==> src/design/opd_pkg.sv <==
// Shared types and constants for the Ogg page deframer.
package opd_pkg;

    localparam int OPD_MAX_SEGMENTS = 255;
    localparam int STREAM_LEN_W     = 40;
    localparam int FIT_W            = STREAM_LEN_W + 1;
    localparam int HDR_CNT_W        = 5;

    localparam logic [STREAM_LEN_W-1:0] POS_MAX = {STREAM_LEN_W{1'b1}};

    // "OggS", first byte in the lowest lane
    localparam logic [3:0][7:0] OGG_MAGIC = {8'h53, 8'h67, 8'h67, 8'h4F};

    localparam logic [HDR_CNT_W-1:0] HDR_MAGIC_HI  = 5'd3;
    localparam logic [HDR_CNT_W-1:0] HDR_VERSION   = 5'd4;
    localparam logic [HDR_CNT_W-1:0] HDR_FLAGS     = 5'd5;
    localparam logic [HDR_CNT_W-1:0] HDR_SERIAL_LO = 5'd14;
    localparam logic [HDR_CNT_W-1:0] HDR_SERIAL_HI = 5'd17;
    localparam logic [HDR_CNT_W-1:0] HDR_SEGS      = 5'd26;

    localparam int FLAG_CONT_BIT = 0;
    localparam int FLAG_BOS_BIT  = 1;

    localparam logic [7:0] SEG_FULL = 8'hFF;

    typedef enum logic [1:0] {
        PH_HEADER  = 2'd0,
        PH_LACING  = 2'd1,
        PH_PAYLOAD = 2'd2
    } opd_phase_t;

    typedef enum logic [1:0] {
        ERR_OK     = 2'd0,
        ERR_HEADER = 2'd1,
        ERR_SERIAL = 2'd2,
        ERR_TRUNC  = 2'd3
    } opd_err_t;

    // One nonzero lacing value plus whether zero segments came right before it
    typedef struct packed {
        logic       zero_before;
        logic [7:0] len;
    } opd_entry_t;

    typedef struct packed {
        logic       has_byte;
        logic [7:0] payload_byte;
        logic       packet_end;
        opd_err_t   error_code;
    } opd_result_t;

endpackage

==> src/design/opd_ram.sv <==
// Generic single-write, single-read RAM with registered read data.
module opd_ram
#(
    parameter int WIDTH = 8,
    parameter int DEPTH = 16,
    localparam int ADDR_W = (DEPTH > 1) ? $clog2(DEPTH) : 1
)
(
    input  logic              clk,
    input  logic              we,
    input  logic [ADDR_W-1:0] waddr,
    input  logic [WIDTH-1:0]  wdata,
    input  logic [ADDR_W-1:0] raddr,
    output logic [WIDTH-1:0]  rdata
);

    logic [WIDTH-1:0] mem [DEPTH];
    logic [WIDTH-1:0] rdata_reg;

    // read-first: a read from the address being written returns the old data
    always_ff @(posedge clk)
    begin
        if (we)
        begin
            mem[waddr] <= wdata;
        end
        rdata_reg <= mem[raddr];
    end

    assign rdata = rdata_reg;

endmodule

==> src/design/opd_out_buf.sv <==
// Two-entry result buffer between the deframer step logic and the output stream.
module opd_out_buf
    import opd_pkg::*;
(
    input  logic        clk,
    input  logic        rst_n,
    input  logic        in_valid,
    output logic        in_ready,
    input  opd_result_t in_data,
    output logic        out_valid,
    input  logic        out_ready,
    output opd_result_t out_data
);

    logic [1:0]  cnt_reg, cnt_next;
    opd_result_t q0_reg, q0_next;
    opd_result_t q1_reg, q1_next;
    logic        push, pop;

    assign in_ready  = (cnt_reg != 2'd2);
    assign out_valid = (cnt_reg != 2'd0);
    assign out_data  = q0_reg;
    assign push      = in_valid && in_ready;
    assign pop       = out_valid && out_ready;

    always_comb
    begin
        cnt_next = cnt_reg;
        q0_next  = q0_reg;
        q1_next  = q1_reg;
        case ({push, pop})
            2'b10:
            begin
                cnt_next = cnt_reg + 2'd1;
                if (cnt_reg == 2'd0)
                begin
                    q0_next = in_data;
                end
                else
                begin
                    q1_next = in_data;
                end
            end
            2'b01:
            begin
                cnt_next = cnt_reg - 2'd1;
                q0_next  = q1_reg;
            end
            2'b11:
            begin
                // only reachable with one item held
                q0_next = in_data;
            end
            default:
            begin
            end
        endcase
    end

    always_ff @(posedge clk or negedge rst_n)
    begin
        if (!rst_n)
        begin
            cnt_reg <= 2'd0;
        end
        else
        begin
            cnt_reg <= cnt_next;
        end
    end

    always_ff @(posedge clk)
    begin
        q0_reg <= q0_next;
        q1_reg <= q1_next;
    end

endmodule

==> src/design/ogg_page_packet_deframer_core.sv <==
// Ogg page deframer: header checks, lacing table in RAM, payload bytes out.
// Results pass through a two-entry output buffer to m_axis. Throughput: one item per
// cycle while that buffer has room; each step is one pass of header/lacing/payload logic;
// the next lacing entry is prefetched from the RAM's registered port or a bypass register.
// Reset (async, active low) clears all control state and sets stream_length to 2^40-1;
// the lacing RAM needs no clearing pass, only entries written on the current page are read.
module ogg_page_packet_deframer_core
    import opd_pkg::*;
#(
    parameter int MAX_SEGMENTS = OPD_MAX_SEGMENTS
)
(
    input  logic                    clk,
    input  logic                    rst_n,
    input  logic                    cfg_valid,
    output logic                    cfg_ready,
    input  logic [STREAM_LEN_W-1:0] cfg_data,       // stream_length
    input  logic                    s_axis_tvalid,
    output logic                    s_axis_tready,
    input  logic [7:0]              s_axis_tdata,   // [7:0] data_byte
    output logic                    m_axis_tvalid,
    input  logic                    m_axis_tready,
    output logic [15:0]             m_axis_tdata,   // [7:0] payload_byte, [9:8] error_code
    output logic                    m_axis_tuser,   // [0] has_byte
    output logic                    m_axis_tlast    // packet_end
);

    localparam int CNT_W  = $clog2(MAX_SEGMENTS + 1);
    localparam int ADDR_W = (MAX_SEGMENTS > 1) ? $clog2(MAX_SEGMENTS) : 1;

    opd_phase_t              phase_reg, phase_next;
    logic [HDR_CNT_W-1:0]    hdr_cnt_reg, hdr_cnt_next;
    logic [31:0]             serial_reg, serial_next;
    logic                    serial_known_reg, serial_known_next;
    logic                    first_pending_reg, first_pending_next;
    logic [7:0]              seg_total_reg, seg_total_next;
    logic [7:0]              lace_cnt_reg, lace_cnt_next;
    logic [CNT_W-1:0]        nz_cnt_reg, nz_cnt_next;
    logic [CNT_W-1:0]        rd_ptr_reg, rd_ptr_next;
    logic                    zero_run_reg, zero_run_next;
    logic                    head_valid_reg, head_valid_next;
    opd_entry_t              head_reg, head_next;
    logic [7:0]              left_reg, left_next;
    logic                    cur_full_reg, cur_full_next;
    logic                    open_reg, open_next;
    logic [FIT_W-1:0]        fit_base_reg, fit_base_next;
    logic [STREAM_LEN_W-1:0] pos_reg, pos_next;
    logic [STREAM_LEN_W-1:0] len_reg, len_next;
    opd_err_t                err_reg, err_next;
    logic                    fwd_reg, fwd_next;
    opd_entry_t              fwd_data_reg;

    logic             fire, live, ok;
    logic [7:0]       b;
    logic [1:0]       ser_sel;
    opd_err_t         hdr_err, new_err;
    logic             lace_last, lace_fits, lace_nz;
    logic [FIT_W-1:0] fit_sum;
    logic             head_have_nx, zero_run_lace_nx;
    opd_entry_t       head_nx;
    opd_entry_t       mem_entry, ram_rdata, ram_wdata;
    logic             mem_have;
    logic             ram_we;
    logic [ADDR_W-1:0] ram_waddr, ram_raddr;
    logic             do_adv, adv_from_head, emit, end_mark, open_pre;
    logic             adv_have, adv_zero, adv_closed;
    opd_entry_t       adv_ent;
    opd_result_t      res;
    logic             buf_ready;
    opd_result_t      buf_out;

    assign b             = s_axis_tdata;
    assign cfg_ready     = 1'b1;
    assign s_axis_tready = buf_ready;
    assign fire          = s_axis_tvalid && s_axis_tready;
    assign live          = (err_reg == ERR_OK);
    assign ok            = fire && live && (new_err == ERR_OK);
    assign ser_sel       = 2'(hdr_cnt_reg - HDR_SERIAL_LO);

    // ---------------- header byte checks ----------------
    always_comb
    begin
        hdr_err = ERR_OK;
        if (hdr_cnt_reg <= HDR_MAGIC_HI)
        begin
            if (b != OGG_MAGIC[hdr_cnt_reg[1:0]])
            begin
                hdr_err = ERR_HEADER;
            end
        end
        else if (hdr_cnt_reg == HDR_VERSION)
        begin
            if (b != 8'h00)
            begin
                hdr_err = ERR_HEADER;
            end
        end
        else if (hdr_cnt_reg == HDR_FLAGS)
        begin
            if (b[FLAG_CONT_BIT] != open_reg)
            begin
                hdr_err = ERR_HEADER;
            end
            else if (first_pending_reg && !b[FLAG_BOS_BIT])
            begin
                hdr_err = ERR_HEADER;
            end
        end
        else if (hdr_cnt_reg >= HDR_SERIAL_LO && hdr_cnt_reg <= HDR_SERIAL_HI)
        begin
            if (serial_known_reg && serial_reg[{ser_sel, 3'b000} +: 8] != b)
            begin
                hdr_err = ERR_SERIAL;
            end
        end
        else if (hdr_cnt_reg == HDR_SEGS)
        begin
            if (b > 8'(MAX_SEGMENTS))
            begin
                hdr_err = ERR_HEADER;
            end
        end
    end

    // ---------------- lacing byte handling ----------------
    // fit_base tracks byte position plus payload sum so far
    assign lace_last        = ({1'b0, lace_cnt_reg} + 9'd1) >= {1'b0, seg_total_reg};
    assign fit_sum          = fit_base_reg + FIT_W'(b) + FIT_W'(1);
    assign lace_fits        = fit_sum <= {1'b0, len_reg};
    assign lace_nz          = (b != 8'h00);
    assign head_have_nx     = head_valid_reg || lace_nz;
    assign head_nx          = head_valid_reg ? head_reg : '{zero_before: zero_run_reg, len: b};
    assign zero_run_lace_nx = !lace_nz;

    // RAM holds only nonzero segments; zero runs become the zero_before flag
    assign ram_wdata = '{zero_before: zero_run_reg, len: b};
    assign ram_waddr = nz_cnt_reg[ADDR_W-1:0];
    assign ram_raddr = rd_ptr_next[ADDR_W-1:0];
    assign mem_entry = fwd_reg ? fwd_data_reg : ram_rdata;
    assign mem_have  = (rd_ptr_reg < nz_cnt_reg);
    assign fwd_next  = ram_we && (ram_waddr == ram_raddr);

    always_comb
    begin
        new_err = ERR_OK;
        if (pos_reg >= len_reg)
        begin
            new_err = ERR_TRUNC;
        end
        else
        begin
            case (phase_reg)
                PH_HEADER:
                begin
                    new_err = hdr_err;
                end
                PH_LACING:
                begin
                    if (lace_last && !lace_fits)
                    begin
                        new_err = ERR_TRUNC;
                    end
                end
                default:
                begin
                end
            endcase
        end
    end

    // ---------------- segment advance decode ----------------
    always_comb
    begin
        do_adv        = 1'b0;
        adv_from_head = 1'b0;
        emit          = 1'b0;
        end_mark      = 1'b0;
        open_pre      = open_reg;
        case (phase_reg)
            PH_LACING:
            begin
                if (lace_last)
                begin
                    do_adv        = 1'b1;
                    adv_from_head = 1'b1;
                end
            end
            PH_PAYLOAD:
            begin
                if (left_reg == 8'd0)
                begin
                    do_adv = 1'b1;
                end
                else
                begin
                    emit = 1'b1;
                    if (left_reg == 8'd1)
                    begin
                        // a full segment keeps the packet open
                        end_mark = !cur_full_reg;
                        open_pre = cur_full_reg;
                        do_adv   = 1'b1;
                    end
                end
            end
            default:
            begin
            end
        endcase
    end

    assign adv_have   = adv_from_head ? head_have_nx : mem_have;
    assign adv_ent    = adv_from_head ? head_nx : mem_entry;
    assign adv_zero   = adv_have ? adv_ent.zero_before
                                 : (adv_from_head ? zero_run_lace_nx : zero_run_reg);
    assign adv_closed = open_pre && adv_zero;

    // ---------------- result ----------------
    always_comb
    begin
        res = '0;
        if (!live)
        begin
            res.error_code = err_reg;
        end
        else if (new_err != ERR_OK)
        begin
            res.error_code = new_err;
        end
        else
        begin
            res.has_byte     = emit;
            res.payload_byte = emit ? b : 8'h00;
            res.packet_end   = end_mark || (do_adv && adv_closed);
        end
    end

    // ---------------- next state ----------------
    always_comb
    begin
        phase_next         = phase_reg;
        hdr_cnt_next       = hdr_cnt_reg;
        serial_next        = serial_reg;
        serial_known_next  = serial_known_reg;
        first_pending_next = first_pending_reg;
        seg_total_next     = seg_total_reg;
        lace_cnt_next      = lace_cnt_reg;
        nz_cnt_next        = nz_cnt_reg;
        rd_ptr_next        = rd_ptr_reg;
        zero_run_next      = zero_run_reg;
        head_valid_next    = head_valid_reg;
        head_next          = head_reg;
        left_next          = left_reg;
        cur_full_next      = cur_full_reg;
        open_next          = open_reg;
        fit_base_next      = fit_base_reg;
        pos_next           = pos_reg;
        len_next           = len_reg;
        err_next           = err_reg;
        ram_we             = 1'b0;

        if (cfg_valid && cfg_ready)
        begin
            len_next = cfg_data;
        end

        if (fire && live && new_err != ERR_OK)
        begin
            err_next = new_err;
        end

        if (ok)
        begin
            if (pos_reg != POS_MAX)
            begin
                pos_next = pos_reg + STREAM_LEN_W'(1);
            end
            case (phase_reg)
                PH_HEADER:
                begin
                    if (hdr_cnt_reg >= HDR_SERIAL_LO && hdr_cnt_reg <= HDR_SERIAL_HI &&
                        !serial_known_reg)
                    begin
                        serial_next[{ser_sel, 3'b000} +: 8] = b;
                        if (hdr_cnt_reg == HDR_SERIAL_HI)
                        begin
                            serial_known_next = 1'b1;
                        end
                    end
                    if (hdr_cnt_reg == HDR_SEGS)
                    begin
                        first_pending_next = 1'b0;
                        seg_total_next     = b;
                        lace_cnt_next      = 8'd0;
                        nz_cnt_next        = '0;
                        zero_run_next      = 1'b0;
                        head_valid_next    = 1'b0;
                        fit_base_next      = {1'b0, pos_reg} + FIT_W'(1);
                        hdr_cnt_next       = '0;
                        // a page without segments leaves packet state alone
                        if (b != 8'h00)
                        begin
                            phase_next = PH_LACING;
                        end
                    end
                    else
                    begin
                        hdr_cnt_next = hdr_cnt_reg + HDR_CNT_W'(1);
                    end
                end
                PH_LACING:
                begin
                    lace_cnt_next = lace_cnt_reg + 8'd1;
                    fit_base_next = fit_sum;
                    zero_run_next = zero_run_lace_nx;
                    if (lace_nz)
                    begin
                        ram_we      = 1'b1;
                        nz_cnt_next = nz_cnt_reg + CNT_W'(1);
                        if (!head_valid_reg)
                        begin
                            head_valid_next = 1'b1;
                            head_next       = head_nx;
                        end
                    end
                end
                PH_PAYLOAD:
                begin
                    if (emit)
                    begin
                        left_next = left_reg - 8'd1;
                        open_next = 1'b1;
                    end
                end
                default:
                begin
                end
            endcase

            if (do_adv)
            begin
                open_next = open_pre && !adv_zero;
                if (adv_have)
                begin
                    left_next     = adv_ent.len;
                    cur_full_next = (adv_ent.len == SEG_FULL);
                    // the head entry is entry 0, so the RAM walk starts at 1
                    rd_ptr_next   = adv_from_head ? CNT_W'(1) : rd_ptr_reg + CNT_W'(1);
                    phase_next    = PH_PAYLOAD;
                end
                else
                begin
                    left_next    = 8'd0;
                    phase_next   = PH_HEADER;
                    hdr_cnt_next = '0;
                end
            end
        end
    end

    always_ff @(posedge clk or negedge rst_n)
    begin
        if (!rst_n)
        begin
            phase_reg         <= PH_HEADER;
            hdr_cnt_reg       <= '0;
            serial_known_reg  <= 1'b0;
            first_pending_reg <= 1'b1;
            seg_total_reg     <= 8'd0;
            lace_cnt_reg      <= 8'd0;
            nz_cnt_reg        <= '0;
            rd_ptr_reg        <= '0;
            zero_run_reg      <= 1'b0;
            head_valid_reg    <= 1'b0;
            left_reg          <= 8'd0;
            cur_full_reg      <= 1'b0;
            open_reg          <= 1'b0;
            pos_reg           <= '0;
            len_reg           <= POS_MAX;
            err_reg           <= ERR_OK;
            fwd_reg           <= 1'b0;
        end
        else
        begin
            phase_reg         <= phase_next;
            hdr_cnt_reg       <= hdr_cnt_next;
            serial_known_reg  <= serial_known_next;
            first_pending_reg <= first_pending_next;
            seg_total_reg     <= seg_total_next;
            lace_cnt_reg      <= lace_cnt_next;
            nz_cnt_reg        <= nz_cnt_next;
            rd_ptr_reg        <= rd_ptr_next;
            zero_run_reg      <= zero_run_next;
            head_valid_reg    <= head_valid_next;
            left_reg          <= left_next;
            cur_full_reg      <= cur_full_next;
            open_reg          <= open_next;
            pos_reg           <= pos_next;
            len_reg           <= len_next;
            err_reg           <= err_next;
            fwd_reg           <= fwd_next;
        end
    end

    always_ff @(posedge clk)
    begin
        serial_reg   <= serial_next;
        head_reg     <= head_next;
        fit_base_reg <= fit_base_next;
        fwd_data_reg <= ram_wdata;
    end

    opd_ram
    #(
        .WIDTH ($bits(opd_entry_t)),
        .DEPTH (MAX_SEGMENTS)
    )
    u_lace_ram
    (
        .clk   (clk),
        .we    (ram_we),
        .waddr (ram_waddr),
        .wdata (ram_wdata),
        .raddr (ram_raddr),
        .rdata (ram_rdata)
    );

    opd_out_buf u_out_buf
    (
        .clk       (clk),
        .rst_n     (rst_n),
        .in_valid  (s_axis_tvalid),
        .in_ready  (buf_ready),
        .in_data   (res),
        .out_valid (m_axis_tvalid),
        .out_ready (m_axis_tready),
        .out_data  (buf_out)
    );

    assign m_axis_tdata = {6'b000000, buf_out.error_code, buf_out.payload_byte};
    assign m_axis_tuser = buf_out.has_byte;
    assign m_axis_tlast = buf_out.packet_end;

    a_err_sticky: assert property (@(posedge clk) disable iff (!rst_n)
        err_reg != ERR_OK |=> err_reg == $past(err_reg))
        else $error("sticky error changed");

    a_payload_left: assert property (@(posedge clk) disable iff (!rst_n)
        phase_reg == PH_PAYLOAD |-> left_reg != 8'd0)
        else $error("payload phase with no bytes left in segment");

    a_ptr_bound: assert property (@(posedge clk) disable iff (!rst_n)
        phase_reg == PH_PAYLOAD |-> rd_ptr_reg <= nz_cnt_reg)
        else $error("lacing read pointer past stored entries");

    a_err_quiet: assert property (@(posedge clk) disable iff (!rst_n)
        fire && res.error_code != ERR_OK |-> !res.has_byte && !res.packet_end)
        else $error("error result carries payload or end mark");

endmodule

==> config.mk <==
export PLATFORM = sky130hd
export DESIGN_NAME = ogg_page_packet_deframer_core
export DESIGN_NICKNAME = d
export VERILOG_FILES = /design/src/design/opd_pkg.sv /design/src/design/opd_ram.sv /design/src/design/opd_out_buf.sv /design/src/design/ogg_page_packet_deframer_core.sv
export SDC_FILE = /design/constraint.sdc
export NUM_CORES = 2
export LEC_CHECK = 0
export BUFFER_PORTS_ARGS = -buffer_cell sky130_fd_sc_hd__buf_2
export CAP_MARGIN = 20
export CORE_MARGIN = 3
export CORE_UTILIZATION = 37
export CTS_CLUSTER_SIZE = 40
export DETAILED_ROUTE_END_ITERATION = 12
export MAX_ROUTING_LAYER = met4
export PLACE_DENSITY = 0.48
export SKIP_LAST_GASP = 1
export SYNTH_ARGS = -nofsm -noshare
export SYNTH_HDL_FRONTEND = slang
export SYNTH_HIERARCHICAL = 1
export SYNTH_SLANG_ARGS = --single-unit
==> constraint.sdc <==
create_clock -name clk -period 12 [get_ports clk]
set_input_delay 1.8 -clock clk [delete_from_list [all_inputs] [get_ports clk]]
set_output_delay 1.8 -clock clk [all_outputs]
set_load 0.01 [all_outputs]
==> metrics.txt <==
status finished, final reports clean; number of global-route vias before repair just under 60000; clk_lat worst skew 0.91 ns; worst slew pin tran approximately 1.2 ns; most common cell in the netlist edfxtp_1; hold buffers post-CTS 0; IR drop worst, VDD between 0.00009 and 0.0001 V; root buffer cell clkbuf_16; IO buf count 66; skew final ~0.05 ns; RSZ-0062 raised after global routing false; Synth top area share 68.3%; grt met2 use 35.0%; DRT Pass-1 Iters 5; capturing point of the worst reg2reg path u_lace_ram/rdata[5]$_DFF_P_; setup ws final around 1.5 ns; R2R cell count 23; routed vias/inst 5.75; FF+latch count, synth around 2600; final setup violation count 0; fraction of layout cells with a size suffix above 1 21.5%; Post-CTS Setup Inserts 0; PostCTS Resize Cnt 0; global route hottest layer met2; max reg flops 2295; Mapped Area ~110000 um^2; Period minus WS final roughly 10 ns; antenna-violating nets left 0; die footprint 292000 um^2; CP Data Required Time 12.77 ns; ranking of synthesized cells by area edfxtp_1, mux4_2, mux2i_1; count of pins over their slew limit 0; max cap viols 0; sequential fraction of the synthesis area 72.0%; commonest cells in the netlist edfxtp_1, mux4_2, nor2_1; P&R area growth vs syn 14.8%; placed insts approximately 10000; Die Y-Extent roughly 540 um; PD cells between 150 and 200 nW/um^2; Min-Delay Startpoint first_pending_reg$_DFFE_PN1P_; via count 59400; number of top-level pins 74; Post-synth EDFFs approximately 2400; FP Rows 195; GRT overflow 0; met1 GRT Util between 30% and 40%; crit path kind input port to flop; H-tree depth 5; Worst setup SP type input port; Post-Syn Instances around 6000; Final Cycle Share between 80% and 90%; WP data arrival ~11 ns; cts bufs inserted 287; Setup TNS Final 0 ns; worst r2r src fit_base_reg[8]$_DFFE_PP_; fmax about 0.095 GHz; Synth area leader edfxtp_1; WL/cell ~32 um; LEAKAGE between 30 and 40 nW; Worst setup EP type flop; Starting Density a little under two fifths; Yosys cell types 95; clock tree buffer depth 4; Tot Pwr 19.0 mW; GR Util met3 3.58%; Iteration-0 DRC Markers about 6700; Fin Hold WS ~0.49 ns; Final Hold Vio Count 0; Non-Filler Instances approximately 10000; initial antenna violation count 21; Final Wtd Congestion 0.870; dpl hpwl approximately 210000 um; core footprint 283000 um^2; Critical Path Fanout Max between 60 and 70; Post-route DRC 0; DRT Wirelength 330000 um; Worst Hold Class flop to flop; Slew HR between 10% and 20%; post-place setup slack between 0.5 and 0.6 ns; overall routing resource usage roughly 23%; die width approximately 540 um; first-pass GRT wire length ~470000 um; Clock transition at path regs 0.06 ns; yosys synthesis warning count 6; Synth Area per Inst 17.6 um^2; WHS Path Cells 1; destination of the worst hold path first_pending_reg$_DFFE_PN1P_; async set-or-reset flop fraction in the synthesized netlist around 5.4%; Reg2Reg Setup Slack between 2 and 3 ns; # nets final around 6500; Most used DFF post-synth edfxtp_1; clock sinks around 2600; largest net degree at the start of global routing 201; TritonCTS clock tree done
-- critical path, cell delays in order --
cell      delay (ns)
buf_8           0.24
inv_1           0.31
ha_1            0.30
inv_1           0.07
fa_1            0.21
a211oi_1        0.12
o211ai_1        0.20
nand2_1         0.17
nor3_1          0.54
nand3_1         0.31
nor3_1          0.38
nand3_1         0.14
xnor2_1         0.16
ha_1            0.30
nand3_1         0.10
nor4_1          0.44
mux2i_1         0.15
a221oi_2        0.78
or3b_1          0.39
mux2i_1         0.24
inv_8           0.63
buf_12          0.52
mux2i_1         0.21
o221ai_1        0.21
a21oi_1         0.07
o21ai_0         0.78
nand4b_1        0.69
o32ai_1         0.47
-- metrics by stage --
step | utilization, % | instance area, um^2
final | 42.8 | 121000
after global routing | 42.8 | 121000
after CTS | 42.6 | 121000
after detailed placement | 39.4 | 111000
after global placement | 39.2 | 111000
after floorplan | - | 106000
-- routing by layer --
| layer | vias up | wire length (um) |
|---|---|---|
| met2 | 2371 | 154000 |
| met5 | - | 0 |
| met4 | 0 | 8990 |
| li1 | 24700 | - |
| met1 | 31800 | 143000 |
| met3 | 448 | 23100 |
-- cells in the final DEF (no fill, tap or decap), types with 22 or more instances in the layout --
cell,n
o221ai_1,64
ha_1,121
xor2_1,55
edfxtp_1,2401
clkbuf_16,290
a211oi_1,34
dfrtp_1,96
mux2_2,48
nand2_1,378
buf_12,27
xnor2_1,84
and3_1,48
buf_4,252
and2_1,56
o21ai_0,177
a22oi_1,25
a31oi_1,27
clkinv_1,56
a21oi_1,150
inv_1,92
bufinv_16,25
nor3_1,58
buf_2,59
clkinv_2,46
nor2_1,386
nor2b_1,22
o22ai_1,88
nand3_1,122
mux2i_1,252
nor4_1,26
buf_6,38
dfstp_2,41
nand4_1,41
mux4_2,493
a2111oi_0,25
clkbuf_1,70
-- power by group --
part           switching (mW)  internal (mW)  total [mW]
clock                    3.67           5.07        8.74
sequential             0.0249           9.80        9.82
combinational           0.344          0.137       0.481
-- logic make-up (layout without fill, tap and decap cells) --
family	Yosys count	in the layout	synth area share (%)
flip-flops	2557	2557	72.0
adder cells (fa/ha/maj)	123	123	1.47
other	2	19	0.00712
XOR/XNOR	139	139	1.15
multiplexers	793	793	13.4
AND/OR/NAND/NOR	1221	1221	5.34
buffers and inverters	432	1007	2.10
AO/OA/AOI/OAI	734	734	4.53
-- worst max-delay path by stage --
stage                    startpoint                          end  depth (start not counted)
floorplan           s_axis_tdata[0]  u_lace_ram/rdata[1]$_DFF_P_                         30
global placement    s_axis_tdata[0]  u_lace_ram/rdata[8]$_DFF_P_                         30
detailed placement  s_axis_tdata[0]  u_lace_ram/rdata[4]$_DFF_P_                         28
CTS                 s_axis_tdata[0]  u_lace_ram/rdata[4]$_DFF_P_                         28
global route        s_axis_tdata[0]  u_lace_ram/rdata[5]$_DFF_P_                         28
finish              s_axis_tdata[0]  u_lace_ram/rdata[5]$_DFF_P_                         28
-- cell type report --
type	count	area, um^2
Fill cell	25100	162000
Sequential cell	2557	76000
Multi-Input combinational cell	3017	27500
Clock buffer	365	7590
Tap cell	3743	4680
Timing Repair Buffer	388	3310
Clock inverter	154	1700
Inverter	100	395
Antenna cell	12	30.0
Note: power is estimated with default switching activity, not from simulation.
